File: src/rtl/fcss_pkg.sv
// Package for the filled circle span stepper: field widths, action codes,
// circle state and span job types. No dependencies.
package fcss_pkg;

  localparam int unsigned CoordW  = 8;
  localparam int unsigned RadiusW = 7;
  localparam int unsigned DecW    = 12;
  localparam int unsigned SpanW   = 10;
  localparam int unsigned ColorW  = 16;
  localparam int unsigned InDataW  = 24;
  localparam int unsigned OutDataW = 48;
  localparam int unsigned PaddrW   = 3;

  localparam logic [1:0] SlotLast = 2'd3;
  localparam logic [0:0] RegFillColor = 1'b0;

  typedef enum logic {
    ACT_START = 1'b0,
    ACT_STEP  = 1'b1
  } action_e;

  typedef struct packed {
    logic [CoordW-1:0] cx;
    logic [CoordW-1:0] cy;
    logic [CoordW-1:0] x;
    logic [CoordW-1:0] y;
    logic [DecW-1:0]   d;
    logic              active;
  } circ_state_t;

  typedef struct packed {
    logic [CoordW-1:0] cx;
    logic [CoordW-1:0] cy;
    logic [CoordW-1:0] x;
    logic [CoordW-1:0] y;
    logic              done;
  } span_job_t;

endpackage

File: src/rtl/fcss_octant_step.sv
// Midpoint decision update for one input item: start load or octant step.
// Depends on fcss_pkg.
module fcss_octant_step
  import fcss_pkg::*;
(
  input  circ_state_t        state_i,
  input  action_e            action_i,
  input  logic [CoordW-1:0]  center_x_i,
  input  logic [CoordW-1:0]  center_y_i,
  input  logic [RadiusW-1:0] radius_i,
  output circ_state_t        state_o,
  output logic               emit_o,
  output span_job_t          job_o
);

  logic [CoordW-1:0] x_inc;
  logic [CoordW-1:0] y_dec;
  logic [CoordW-1:0] y_new;
  logic [DecW-1:0]   x_ext;
  logic [DecW-1:0]   y_ext;
  logic [DecW-1:0]   r_ext;
  logic [DecW-1:0]   d_new;
  logic              done;

  always_comb begin
    x_inc = state_i.x + CoordW'(1);
    y_dec = state_i.y - CoordW'(1);
    x_ext = {{(DecW-CoordW){1'b0}}, x_inc};
    r_ext = {{(DecW-RadiusW){1'b0}}, radius_i};
    if ($signed(state_i.d) > $signed(DecW'(0))) begin
      y_new = y_dec;
      y_ext = {{(DecW-CoordW){y_dec[CoordW-1]}}, y_dec};
      d_new = state_i.d + ((x_ext - y_ext) << 2) + DecW'(10);
    end else begin
      y_new = state_i.y;
      y_ext = {{(DecW-CoordW){state_i.y[CoordW-1]}}, state_i.y};
      d_new = state_i.d + (x_ext << 2) + DecW'(6);
    end
    done = $signed({y_new[CoordW-1], y_new}) < $signed({1'b0, x_inc});

    state_o = state_i;
    emit_o  = 1'b0;
    job_o   = '0;
    case (action_i)
      ACT_START: begin
        state_o.cx     = center_x_i;
        state_o.cy     = center_y_i;
        state_o.x      = '0;
        state_o.y      = {1'b0, radius_i};
        state_o.d      = DecW'(3) - (r_ext << 1);
        state_o.active = 1'b1;
        emit_o         = 1'b1;
        job_o          = '{cx: center_x_i, cy: center_y_i, x: '0,
                           y: {1'b0, radius_i}, done: 1'b0};
      end
      ACT_STEP: begin
        if (state_i.active) begin
          state_o.x      = x_inc;
          state_o.y      = y_new;
          state_o.d      = d_new;
          state_o.active = !done;
          emit_o         = 1'b1;
          job_o          = '{cx: state_i.cx, cy: state_i.cy, x: x_inc,
                             y: y_new, done: done};
        end
      end
      default: begin
        state_o = state_i;
      end
    endcase
  end

endmodule

File: src/rtl/filled_circle_span_stepper.sv
// Top level of the filled circle span stepper: input stream, APB register,
// circle state, span job buffer and span output. Depends on fcss_pkg and
// fcss_octant_step.
//
// Usage: each input transfer carries an action in s_axis_tuser (start or
// step) and center/radius in s_axis_tdata. A start, or a step while a
// circle is in progress, yields four span transfers on the master side;
// the fourth has tlast set and carries circle_done in tuser on the step
// where y fell below x. A step with no circle in progress yields nothing.
// The circle state updates at the input transfer; the four spans are then
// read out of a one-entry job buffer, one per cycle while the receiver is
// ready, so the first span appears the cycle after the input transfer. The
// next input is taken in the cycle of the last span transfer, so a new item
// is accepted only as the previous one finishes its spans.
// fill_color is written through APB at addresses 0 to 3 (paddr[2] clear;
// pready is always high). Reset clears the color, the circle state and the
// job valid flag, but not the buffered job data. When the receiver stalls,
// the current span holds and input is held off once the job buffer is full.
module filled_circle_span_stepper
  import fcss_pkg::*;
(
  input  logic                clk_i,
  input  logic                rst_ni,
  input  logic                psel,
  input  logic                penable,
  input  logic                pwrite,
  input  logic [PaddrW-1:0]   paddr,
  input  logic [31:0]         pwdata,
  output logic [31:0]         prdata,
  output logic                pready,
  input  logic                s_axis_tvalid,
  output logic                s_axis_tready,
  // center_x [7:0], center_y [15:8], radius [22:16], zero [23]
  input  logic [InDataW-1:0]  s_axis_tdata,
  // action [0]
  input  logic                s_axis_tuser,
  output logic                m_axis_tvalid,
  input  logic                m_axis_tready,
  // span_left [9:0], span_right [19:10], span_row [29:20],
  // span_color [45:30], zero [47:46]
  output logic [OutDataW-1:0] m_axis_tdata,
  output logic                m_axis_tlast,
  // circle_done [0]
  output logic                m_axis_tuser
);

  logic [ColorW-1:0] color_q;
  circ_state_t       state_q, state_d;
  span_job_t         job_q, job_d;
  logic              job_valid_q;
  logic [1:0]        cnt_q;
  logic              emit;
  logic              in_xfer, out_xfer, out_last;
  logic              cfg_wr;
  logic [SpanW-1:0]  cx10, cy10, x10, y10;
  logic [SpanW-1:0]  span_left, span_right, span_row;

  assign pready = 1'b1;
  assign cfg_wr = psel && penable && pwrite && pready;
  assign prdata = (paddr[PaddrW-1] == RegFillColor) ?
                  {{(32-ColorW){1'b0}}, color_q} : 32'd0;

  always_ff @(posedge clk_i or negedge rst_ni) begin
    if (!rst_ni) begin
      color_q <= '0;
    end else if (cfg_wr && paddr[PaddrW-1] == RegFillColor) begin
      color_q <= pwdata[ColorW-1:0];
    end
  end

  fcss_octant_step u_step (
    .state_i    (state_q),
    .action_i   (action_e'(s_axis_tuser)),
    .center_x_i (s_axis_tdata[7:0]),
    .center_y_i (s_axis_tdata[15:8]),
    .radius_i   (s_axis_tdata[22:16]),
    .state_o    (state_d),
    .emit_o     (emit),
    .job_o      (job_d)
  );

  assign out_xfer      = m_axis_tvalid && m_axis_tready;
  assign out_last      = out_xfer && cnt_q == SlotLast;
  assign s_axis_tready = !job_valid_q || out_last;
  assign in_xfer       = s_axis_tvalid && s_axis_tready;

  always_ff @(posedge clk_i or negedge rst_ni) begin
    if (!rst_ni) begin
      state_q     <= '0;
      job_valid_q <= 1'b0;
      cnt_q       <= '0;
    end else begin
      if (in_xfer) begin
        state_q <= state_d;
      end
      if (in_xfer && emit) begin
        job_valid_q <= 1'b1;
        cnt_q       <= '0;
      end else if (out_last) begin
        job_valid_q <= 1'b0;
        cnt_q       <= '0;
      end else if (out_xfer) begin
        cnt_q <= cnt_q + 2'd1;
      end
    end
  end

  always_ff @(posedge clk_i) begin
    if (in_xfer && emit) begin
      job_q <= job_d;
    end
  end

  always_comb begin
    cx10 = {2'b00, job_q.cx};
    cy10 = {2'b00, job_q.cy};
    x10  = {2'b00, job_q.x};
    y10  = {{(SpanW-CoordW){job_q.y[CoordW-1]}}, job_q.y};
    case (cnt_q)
      2'd0: begin
        span_left  = cx10 - x10;
        span_right = cx10 + x10;
        span_row   = cy10 + y10;
      end
      2'd1: begin
        span_left  = cx10 - x10;
        span_right = cx10 + x10;
        span_row   = cy10 - y10;
      end
      2'd2: begin
        span_left  = cx10 - y10;
        span_right = cx10 + y10;
        span_row   = cy10 + x10;
      end
      default: begin
        span_left  = cx10 - y10;
        span_right = cx10 + y10;
        span_row   = cy10 - x10;
      end
    endcase
  end

  assign m_axis_tvalid = job_valid_q;
  assign m_axis_tdata  = {2'b00, color_q, span_row, span_right, span_left};
  assign m_axis_tlast  = cnt_q == SlotLast;
  assign m_axis_tuser  = job_q.done && cnt_q == SlotLast;

  a_in_only_when_free: assert property (@(posedge clk_i) disable iff (!rst_ni)
    in_xfer |-> (!job_valid_q || out_last))
    else $error("input transfer while span job still pending");

  a_drain_after_last: assert property (@(posedge clk_i) disable iff (!rst_ni)
    (out_last && !in_xfer) |=> !m_axis_tvalid)
    else $error("spans continue after last span transfer");

  a_cnt_needs_job: assert property (@(posedge clk_i) disable iff (!rst_ni)
    (cnt_q != 2'd0) |-> job_valid_q)
    else $error("span counter advanced with no job");

  a_done_on_last: assert property (@(posedge clk_i) disable iff (!rst_ni)
    (m_axis_tvalid && m_axis_tuser) |-> m_axis_tlast)
    else $error("circle done flagged on non-final span");

endmodule
File: config.mk
export PLATFORM = sky130hd
export DESIGN_NAME = filled_circle_span_stepper
export DESIGN_NICKNAME = d
export VERILOG_FILES = /design/src/rtl/fcss_pkg.sv /design/src/rtl/fcss_octant_step.sv /design/src/rtl/filled_circle_span_stepper.sv
export SDC_FILE = /design/constraint.sdc
export NUM_CORES = 1
export LEC_CHECK = 0
export BUFFER_PORTS_ARGS = -buffer_cell sky130_fd_sc_hd__buf_4
export CAP_MARGIN = 25
export CORE_MARGIN = 10
export CORE_UTILIZATION = 40
export CTS_CLUSTER_SIZE = 20
export DETAILED_ROUTE_END_ITERATION = 8
export PLACE_DENSITY_LB_ADDON = 0.1
export SLEW_MARGIN = 0
export SYNTH_ARGS = -nofsm -noshare
export SYNTH_HDL_FRONTEND = slang
export SYNTH_SLANG_ARGS = --single-unit
export TNS_END_PERCENT = 20
File: constraint.sdc
create_clock -name clk_i -period 7.6 [get_ports clk_i]
set_clock_uncertainty 0.05 [all_clocks]
set_input_delay 0 -clock clk_i [delete_from_list [all_inputs] [get_ports clk_i]]
set_output_delay 0 -clock clk_i [all_outputs]
set_load 0.005 [all_outputs]
==> results.cfg, run 1 <==
[global_route]
grt_pass1_wl_um = 39010
track_usage = 0.1676
grt-ovfl-total = 0
grt_start_max_net_pins = 65
antenna_found_initial = 0
grt_pass1_vias = 7391

[synth]
synth-simple-area-share = 0.1358
synth_xor_area_frac = 0.08119
synth_cell_types = 69
synth_top_family_by_area = adder cells
postSynthAreaPerCell_um2 = 9.152
ys_seq_elements = 97
synth_area_um2 = 8722
synth_compound_area_frac = 0.1746
muxShareOfSynthArea = 0.05795
yosysSeqAreaShare = 0.2972
async_flop_share = 0.6598
synth_fa_ha_area_frac = 0.1851
synth-edff-count = 33
syn_inst = 953
synthFlopType = dfrtp_1
yosysWarnings = 0

[timing]
grt_setup_unrepaired = no
finalSetupViolCount = 0
worstMarginPinSlew_ps = 876.2
timing.final.crit_share = 0.6090
slew_viol_final = 0
setup_slack_ps = 2971
slew_headroom = 0.4159
fmax_ghz = 0.2160
hold_viol = 0
timing.setup.tns_ps = 0
fin_crit_ps = 4629

[final_layout]
final_cell_mix = buf_4 (118), ha_1 (113), inv_1 (78)
drive_above_1_share = 0.1696
multiInputGateArea_um2 = 5612
fin_area_um2 = 10440
antenna_cells = 0
final_cells = 1372
finish.utilization = 0.4918
fill_cells = 2076
syn_to_final_growth_pct = 19.65
seq_area_um2 = 2592
nets = 1282
final_common_cell = buf_4

[routing]
viasPerCell = 5.207
firstDrtPassIters = 4
drt-initial-drc-count = 470
drc_errors = 0
routed_wl_um = 24090
num_vias = 7144
drt.antenna.violating_nets = 0
routedWlPerCell_um = 17.56

[setup_path]
arrival_ps = 4820
crit_type = reg -> reg
critical_path.max_fanout = 11
crit_required_ps = 7790
cp-end-kind = register
startpoint_type = register

[power_and_ir_drop]
power.share.switching = 0.4600
switchingPower_mw = 2.319
p_leak_nw = 4.871
power_frac_seq = 0.182
combPwrFrac = 0.725
clockPowerShare = 0.093
irDropWorstVdd_v = 0.0003811
p_int_mw = 2.723
powerDensity_nw_per_um2 = 483.1

[floorplan]
start_util = 0.4110
fp.dieH_um = 167.7
core_um2 = 21220
die_w_um = 167.7
die-area_um2 = 28110
row_count = 53
io-pin-count = 152

[clock_tree]
cts_root_buf = clkbuf_16
cts_num_sinks = 97
cts_tree = done
clk_path_buf_depth = 2
cts_buffers = 9
clk_latency_ps = 360
clk_pin_slew_ps = 70
htreeDepth = 3

[place]
post-place-ws_ps = 2955
io_buffers = 113
placed_area_um2 = 9739
dp_hpwl_um = 19050
place_congestion = 0.9201
dp_cells = 1317

[run_status]
status = finished clean

[worst_hold_path]
hp-class = in -> reg

[run]
max_cap_viol_count = 0
through the flow:
step	power (mW)	hold slack (ps)
after floorplan	3.562	-345.6
after global placement	4.559	128.2
after detailed placement	4.591	132.2
after CTS	5.106	31.23
after global routing	5.579	42.84
final	5.042	32.14
logic make-up (layout without fill, tap and decap cells):
logic type / Yosys count / count (layout)
buf+inv: 126 / 253
flops: 97 / 97
xor+xnor: 80 / 80
fa+ha+maj: 123 / 123
compound gates: 235 / 235
mux: 46 / 46
other cells: 2 / 19
simple gates: 244 / 244
flip-flops by register name, indices dropped and copies added (netlist names):
signal and flops:
cx10 8, m_axis_tvalid 1, cnt_q 2, state_q 45, color_q 16, job_q 17, cy10 8
metal layers:
metal  part of all wire  vias to the layer above  global-route usage  wire (um)
met4             0.0059                        0             0.02385        142
met1               0.50                     3375              0.2343      11940
met3              0.053                       10             0.03862       1273
li1                   -                     3588                   -          -
met5                  0                        -                   0          0
met2               0.45                      171              0.2627      10740
Yosys cell counts (all sizes together) (5+ instances only):
cell	n	share of area
a21boi	5	0.0043
a21o	12	0.010
a21oi	62	0.036
a22o	23	0.023
a31oi	5	0.0036
and2	6	0.0043
and3	9	0.0065
buf	25	0.021
clkbuf	21	0.011
dfrtp	64	0.18
edfxtp	33	0.11
fa	10	0.023
ha	113	0.16
inv	80	0.035
mux2	36	0.046
mux2i	10	0.011
nand2	74	0.032
nand2b	12	0.0086
nand3	15	0.0086
nor2	56	0.024
nor2b	33	0.024
nor3	19	0.012
o21a	10	0.0086
o21ai	63	0.038
o21bai	10	0.0086
o221ai	6	0.0060
o22ai	7	0.0050
or3	5	0.0042
xnor2	53	0.054
xor2	27	0.027
repair_timing:
item / in CTS / in global routing
gates resized for setup: 0 / 0
hold buffers: 39 / 0
buffers inserted: 0 / 0
endpoints found under the hold margin: 123 / 0
worst max-delay path, stage by stage, from the launching register on:
cell	delay [ps]
dfrtp_1	540
ha_1	320
xnor2_1	300
inv_1	140
ha_1	350
nor2b_1	140
o21ai_0	160
nand2b_1	110
a21o_1	190
a21o_1	210
xor2_1	160
ha_1	280
ha_1	240
or4_1	520
o22ai_1	280
o21a_1	200
nand4_1	100
a21oi_1	180
a211oi_2	50
power by group through the flow:
stage	Sequential (mW)	Combinational (mW)	Clock, mW
after floorplan	0.848	2.71	0
after global placement	0.924	3.63	0
after detailed placement	0.924	3.67	0
after CTS	0.916	3.71	0.485
after global routing	0.945	4.13	0.505
final	0.916	3.65	0.471
layout make-up:
cell class                      count  area share
Multi-Input combinational cell    747      0.5377
Sequential cell                    97      0.2484
Timing Repair Buffer              157      0.1223
Tap cell                          275     0.03297
Inverter                           80     0.02925
Clock buffer                       11     0.02530
Clock inverter                      5    0.004076
worst paths after layout:
path | cells past startpoint | to | slack [ps] | from
worst max-delay path | 18 | state_q[12]$_DFFE_PN0P_ | 2970 | state_q[21]$_DFFE_PN0P_
worst max register to register | 18 | state_q[12]$_DFFE_PN0P_ | 2970 | state_q[21]$_DFFE_PN0P_
worst min register to register | 1 | state_q[1]$_DFFE_PN0P_ | 420 | state_q[1]$_DFFE_PN0P_
worst min-delay path | 2 | job_q[4]$_DFFE_PP_ | 30 | s_axis_tdata[19]
min in group asynchronous | 2 | state_q[14]$_DFFE_PN0P_ | 260 | rst_ni
max in group asynchronous | 2 | state_q[9]$_DFFE_PN0P_ | 6670 | rst_ni
Note: power is estimated with default switching activity, not from simulation.
==> inputs of run 2 (changes only) <==
--- a/config.mk
+++ b/config.mk
@@ -5,6 +5,7 @@
 export SDC_FILE = /design/constraint.sdc
 export NUM_CORES = 1
 export LEC_CHECK = 0
+export ABC_AREA = 1
 export BUFFER_PORTS_ARGS = -buffer_cell sky130_fd_sc_hd__buf_4
 export CAP_MARGIN = 25
 export CORE_MARGIN = 10
==> constraint.sdc (replaced) <==
create_clock -name clk_i -period 4.37 [get_ports clk_i]
set_clock_uncertainty 0.05 [all_clocks]
set_input_delay 0 -clock clk_i [delete_from_list [all_inputs] [get_ports clk_i]]
set_output_delay 0 -clock clk_i [all_outputs]
set_load 0.005 [all_outputs]
==> results.cfg, run 2 <==
[run_status]
status = finished clean

[timing]
timing.setup.tns_ps = 0
slew_viol_final = 0
hold_slack_ps = 5.813
worstMarginPinSlew_ps = 923.9
timing.final.crit_share = 0.9159
hold_viol = 0
fin_crit_ps = 4002
grt_setup_unrepaired = no
slew_headroom = 0.3841
fmax_ghz = 0.2499
finalSetupViolCount = 0

[clock_tree]
cts_root_buf = clkbuf_16
clk_pin_slew_ps = 80
cts_buffers = 9
clk_path_buf_depth = 2
cts_num_sinks = 97
htreeDepth = 3
clk_latency_ps = 360
cts_tree = done

[routing]
firstDrtPassIters = 5
drt-initial-drc-count = 541
drt.antenna.violating_nets = 0
routedWlPerCell_um = 15.53
viasPerCell = 4.915
drc_errors = 0
routed_wl_um = 26020
num_vias = 8232

[synth]
synth_fa_ha_area_frac = 0.1783
synth_compound_area_frac = 0.1572
synth_cell_types = 52
ys_seq_elements = 97
synth_common_cells = nand2_1 (278), inv_1 (195), nor2_1 (126)
yosysSeqAreaShare = 0.2865
synth-edff-count = 33
postSynthAreaPerCell_um2 = 7.228
async_flop_share = 0.6598
synth_top_family_by_area = simple AND/OR/NAND/NOR gates
synth.most_common_cell = nand2_1
synth-simple-area-share = 0.2247
yosysWarnings = 0
synth_top_area_cell = dfrtp_1
synthFlopType = dfrtp_1
syn_inst = 1252
muxShareOfSynthArea = 0.004562
synth_xor_area_frac = 0.03000
synth_area_um2 = 9050
synth.top_cell.area_share = 0.1770
synthTopCellsByArea = dfrtp_1 (18%), ha_1 (16%), nand2_1 (12%)

[worst_hold_path]
hp-class = in -> reg

[run]
max_cap_viol_count = 0

[setup_path]
critical_path.max_fanout = 6
crit_type = reg -> reg
arrival_ps = 4190
cp_top_family = adder cells
path_cells = ha_1, inv_1, fa_1, o21ai_2, a21oi_2, o21bai_1, a21oi_1, mux2_1, inv_1, ha_1, ha_1, inv_1, nor3_1, nand3_1, nand3_1, inv_1, nand3_1, nand3_1, nand2_1, a21oi_2
cp-end-kind = register
startpoint_type = register
slowest_delay_ps = 490
worst-path-buf-inv = 4
crit_required_ps = 4560
cp_slowest_cell = fa_1

[place]
place_congestion = 0.8832
dp_hpwl_um = 20690
io_buffers = 113

[floorplan]
die-area_um2 = 29040
row_count = 54
io-pin-count = 152
core_um2 = 22030
die_w_um = 170.4
start_util = 0.4109
fp.dieH_um = 170.4

[power_and_ir_drop]
p_leak_nw = 5.581
irDropWorstVdd_v = 0.0006275
powerDensity_nw_per_um2 = 825.7

[global_route]
grt_pass1_vias = 7862
track_usage = 0.1790
antenna_found_initial = 0
grt-ovfl-total = 0
grt_start_max_net_pins = 65
grt_pass1_wl_um = 41670

[final_layout]
final_cell_mix = nand2_1 (278), inv_1 (194), nor2_1 (124)
final_common_cell = nand2_1
finish.utilization = 0.4894
max_flop_register = state_q
largest_reg_flops = 45
drive_above_1_share = 0.1348
antenna_cells = 0
syn_to_final_growth_pct = 19.12
nets = 1580
reg_top3 = state_q (45), job_q (17), color_q (16)
run 2: cell count changes after synthesis, moves of 33 or more:
cell     before  now
nand2_1      74  278
inv_1        78  195
xnor2_1      52    6
nor2b_1      33    0
o21ai_0      60  101
mux2_2       36    0
nor2_1       56  126
run 2: repair_timing:
action,4_1_cts,5_1_grt
setup buffers,0,1
hold endpoints to repair,116,0
setup endpoints to repair,0,2
hold buffers,35,0
gates resized for setup,0,5
run 2: layer usage:
metal	part of all wire	global-route usage	wire, um
met1	0.49	0.2515	12840
met2	0.44	0.2778	11450
met3	0.057	0.03239	1476
met4	0.0096	0.04233	250
met5	0	0	0
run 2: metrics by stage:
| step | area (um2) | worst slack (ps) | std cells | total power, mW |
|---|---|---|---|---|
| floorplan | 9114 | 761.3 | 1269 | 6.107 |
| global placement | 10080 | 366.6 | 1621 | 7.964 |
| detailed placement | 10090 | 320.0 | 1622 | 8.017 |
| CTS | 10730 | 298.2 | 1673 | 8.860 |
| global route | 10780 | 25.80 | 1675 | 9.896 |
| finish | 10780 | 367.7 | 1675 | 8.901 |
run 2: final cells by class:
cell class,count,area (um2)
multi-input cells,918,5466
flip-flops and latches,97,2594
clock buffers,9,225.2
clock inverters,7,62.56
well taps,280,350.3
fillers,2221,11250
inverters,204,765.7
repair buffers,160,1316
run 2: kinds of logic (layout without fill, tap and decap cells):
group                      count (synthesis)  in the layout
xor gates and xnor gates                  31             31
other                                      2             19
buffers and inverters                    254            380
DFF                                       97             97
AOI/OAI and AO/OA                        250            250
adders and majority gates                123            123
and+or+nand+nor                          491            491
muxes                                      4              4
run 2: final timing paths:
kind                                         startpoint                      end  slack (ps)  depth (start not counted)
worst max-delay path            state_q[21]$_DFFE_PN0P_  state_q[12]$_DFFE_PN0P_         370                         20
worst min-delay path                   s_axis_tdata[19]       job_q[4]$_DFFE_PP_           6                          2
worst max register to register  state_q[21]$_DFFE_PN0P_  state_q[12]$_DFFE_PN0P_         370                         20
worst min register to register   state_q[1]$_DFFE_PN0P_   state_q[1]$_DFFE_PN0P_         420                          2
max in group asynchronous                        rst_ni  state_q[21]$_DFFE_PN0P_        3360                          2
min in group asynchronous                        rst_ni   state_q[3]$_DFFE_PN0P_         280                          2
run 2: report_power, final:
part           leakage (nW)  internal (mW)  total [mW]  switching [mW]
combinational          4.37           2.67        6.63            3.96
sequential             1.07           1.23        1.49           0.260
clock                 0.137          0.396       0.778           0.382
==> inputs of run 3 (changes only) <==
--- a/config.mk
+++ b/config.mk
@@ -12,6 +12,7 @@
 export CORE_UTILIZATION = 40
 export CTS_CLUSTER_SIZE = 20
 export DETAILED_ROUTE_END_ITERATION = 8
+export GPL_TIMING_DRIVEN = 0
 export PLACE_DENSITY_LB_ADDON = 0.1
 export SLEW_MARGIN = 0
 export SYNTH_ARGS = -nofsm -noshare
==> results.cfg, run 3 (synthesis results as in run 2) <==
[place]
io_buffers = 112
place_congestion = 0.8847
dp_hpwl_um = 21760
dp_cells = 1661
placed_area_um2 = 10300

[timing]
fin_crit_ps = 4069
hold_viol = 0
worstMarginPinSlew_ps = 919.9
timing.setup.tns_ps = 0
slew_viol_final = 0
timing.final.crit_share = 0.9312
slew_headroom = 0.3868
finalSetupViolCount = 0
grt_setup_unrepaired = no
fmax_ghz = 0.2457

[floorplan]
core_um2 = 22030
die-area_um2 = 29040
io-pin-count = 152
fp.dieH_um = 170.4
start_util = 0.4109
die_w_um = 170.4
row_count = 54

[global_route]
grt_pass1_vias = 8281
grt_start_max_net_pins = 65
antenna_found_initial = 0
track_usage = 0.1837
grt-ovfl-total = 0
grt_pass1_wl_um = 42880

[setup_path]
startpoint_type = register
arrival_ps = 4250
r2r_cells = 23
crit_required_ps = 4550
cp-end-kind = register
critical_path.max_fanout = 4
crit_type = reg -> reg

[clock_tree]
clk_path_buf_depth = 2
cts_num_sinks = 97
cts_tree = done
cts_root_buf = clkbuf_16
cts_buffers = 9
clk_latency_ps = 350
htreeDepth = 3
clk_pin_slew_ps = 70

[final_layout]
antenna_cells = 0
nets = 1621
largest_reg_flops = 45
fin_area_um2 = 11050
final_cell_mix = nand2_1 (278), inv_1 (195), buf_4 (139)
max_flop_register = state_q
reg_top3 = state_q (45), job_q (17), color_q (16)
fill_cells = 2178
final_cells = 1716
final_common_cell = nand2_1
drive_above_1_share = 0.1539
syn_to_final_growth_pct = 22.12
seq_area_um2 = 2596
multiInputGateArea_um2 = 5520

[power_and_ir_drop]
powerDensity_nw_per_um2 = 816.9
irDropWorstVdd_v = 0.0009118
p_leak_nw = 5.742

[routing]
drc_errors = 0
firstDrtPassIters = 5
routed_wl_um = 27110
num_vias = 8527
drt-initial-drc-count = 477
viasPerCell = 4.969
drt.antenna.violating_nets = 0
routedWlPerCell_um = 15.80

[run]
max_cap_viol_count = 0

[worst_hold_path]
hp-class = in -> reg
worstHoldPathCells = 2

[run_status]
status = finished clean
==> run 3: final timing paths <==
path                                          from                      end  slack, ps
setup / recovery           state_q[22]$_DFFE_PN0P_  state_q[12]$_DFFE_PN0P_        300
hold / removal                    s_axis_tdata[19]       job_q[4]$_DFFE_PP_         30
setup reg to reg           state_q[22]$_DFFE_PN0P_  state_q[12]$_DFFE_PN0P_        300
hold reg to reg             state_q[1]$_DFFE_PN0P_   state_q[1]$_DFFE_PN0P_        430
max in group asynchronous                   rst_ni  state_q[22]$_DFFE_PN0P_       3350
min in group asynchronous                   rst_ni   state_q[9]$_DFFE_PN0P_        260
==> run 3: final cells by class <==
class,instances,area share
clock buffers,11,0.02298
well taps,280,0.03170
clock inverters,5,0.003623
repair buffers,151,0.1105
flip-flops and latches,97,0.2349
plain buffers,50,0.02728
multi-input cells,918,0.4995
inverters,204,0.06951
==> run 3: repair_timing <==
| item | in CTS | in global routing |
|---|---|---|
| hold endpoints to repair | 112 | 0 |
| gates resized for setup | 0 | 15 |
| buffers inserted | 0 | 4 |
| endpoints found under the setup margin | 0 | 2 |
| hold buffers | 35 | 0 |
==> run 3: stage by stage <==
stage / setup slack [ps] / util / hold WS [ps] / power, mW
2_1_floorplan: 761.3 / - / -345.6 / 6.107
3_3_place_gp: 51.92 / 0.4678 / 144.2 / 7.976
3_5_place_dp: 41.63 / 0.4678 / 139.1 / 8.059
4_1_cts: 13.76 / 0.4971 / 9.446 / 8.917
5_1_grt: 49.30 / 0.5018 / 8.054 / 10.05
6_report: 300.5 / 0.5018 / 26.76 / 9.028
==> run 3: routing by layer <==
layer,global-route usage,vias to the layer above,part of all wire
met4,0.04767,0,0.018
met5,0,-,0
met1,0.2390,3915,0.46
met2,0.3035,211,0.46
li1,-,4370,-
met3,0.03748,31,0.058
==> run 3: power by group <==
| group | switching, mW | internal [mW] |
|---|---|---|
| registers | 0.263 | 1.23 |
| logic | 3.99 | 2.73 |
| clock network | 0.375 | 0.429 |
| total | 4.63 | 4.40 |
==> run 3: worst max-delay path: stages (launching register included) <==
cell and delay, ps:
dfrtp_2 420, ha_1 180, nand2_1 120, nor2_2 160, nand2_1 100, xor2_2 250
inv_1 140, ha_1 330, inv_1 60, nor2_1 150, nand3_2 100, nand2_1 110
xor2_2 250, ha_1 280, ha_1 330, inv_1 90, nor3_1 220, nand3_1 130
nand3_2 130, inv_1 50, nand3_1 70, nand3_1 90, nand2_1 80, a21oi_2 50
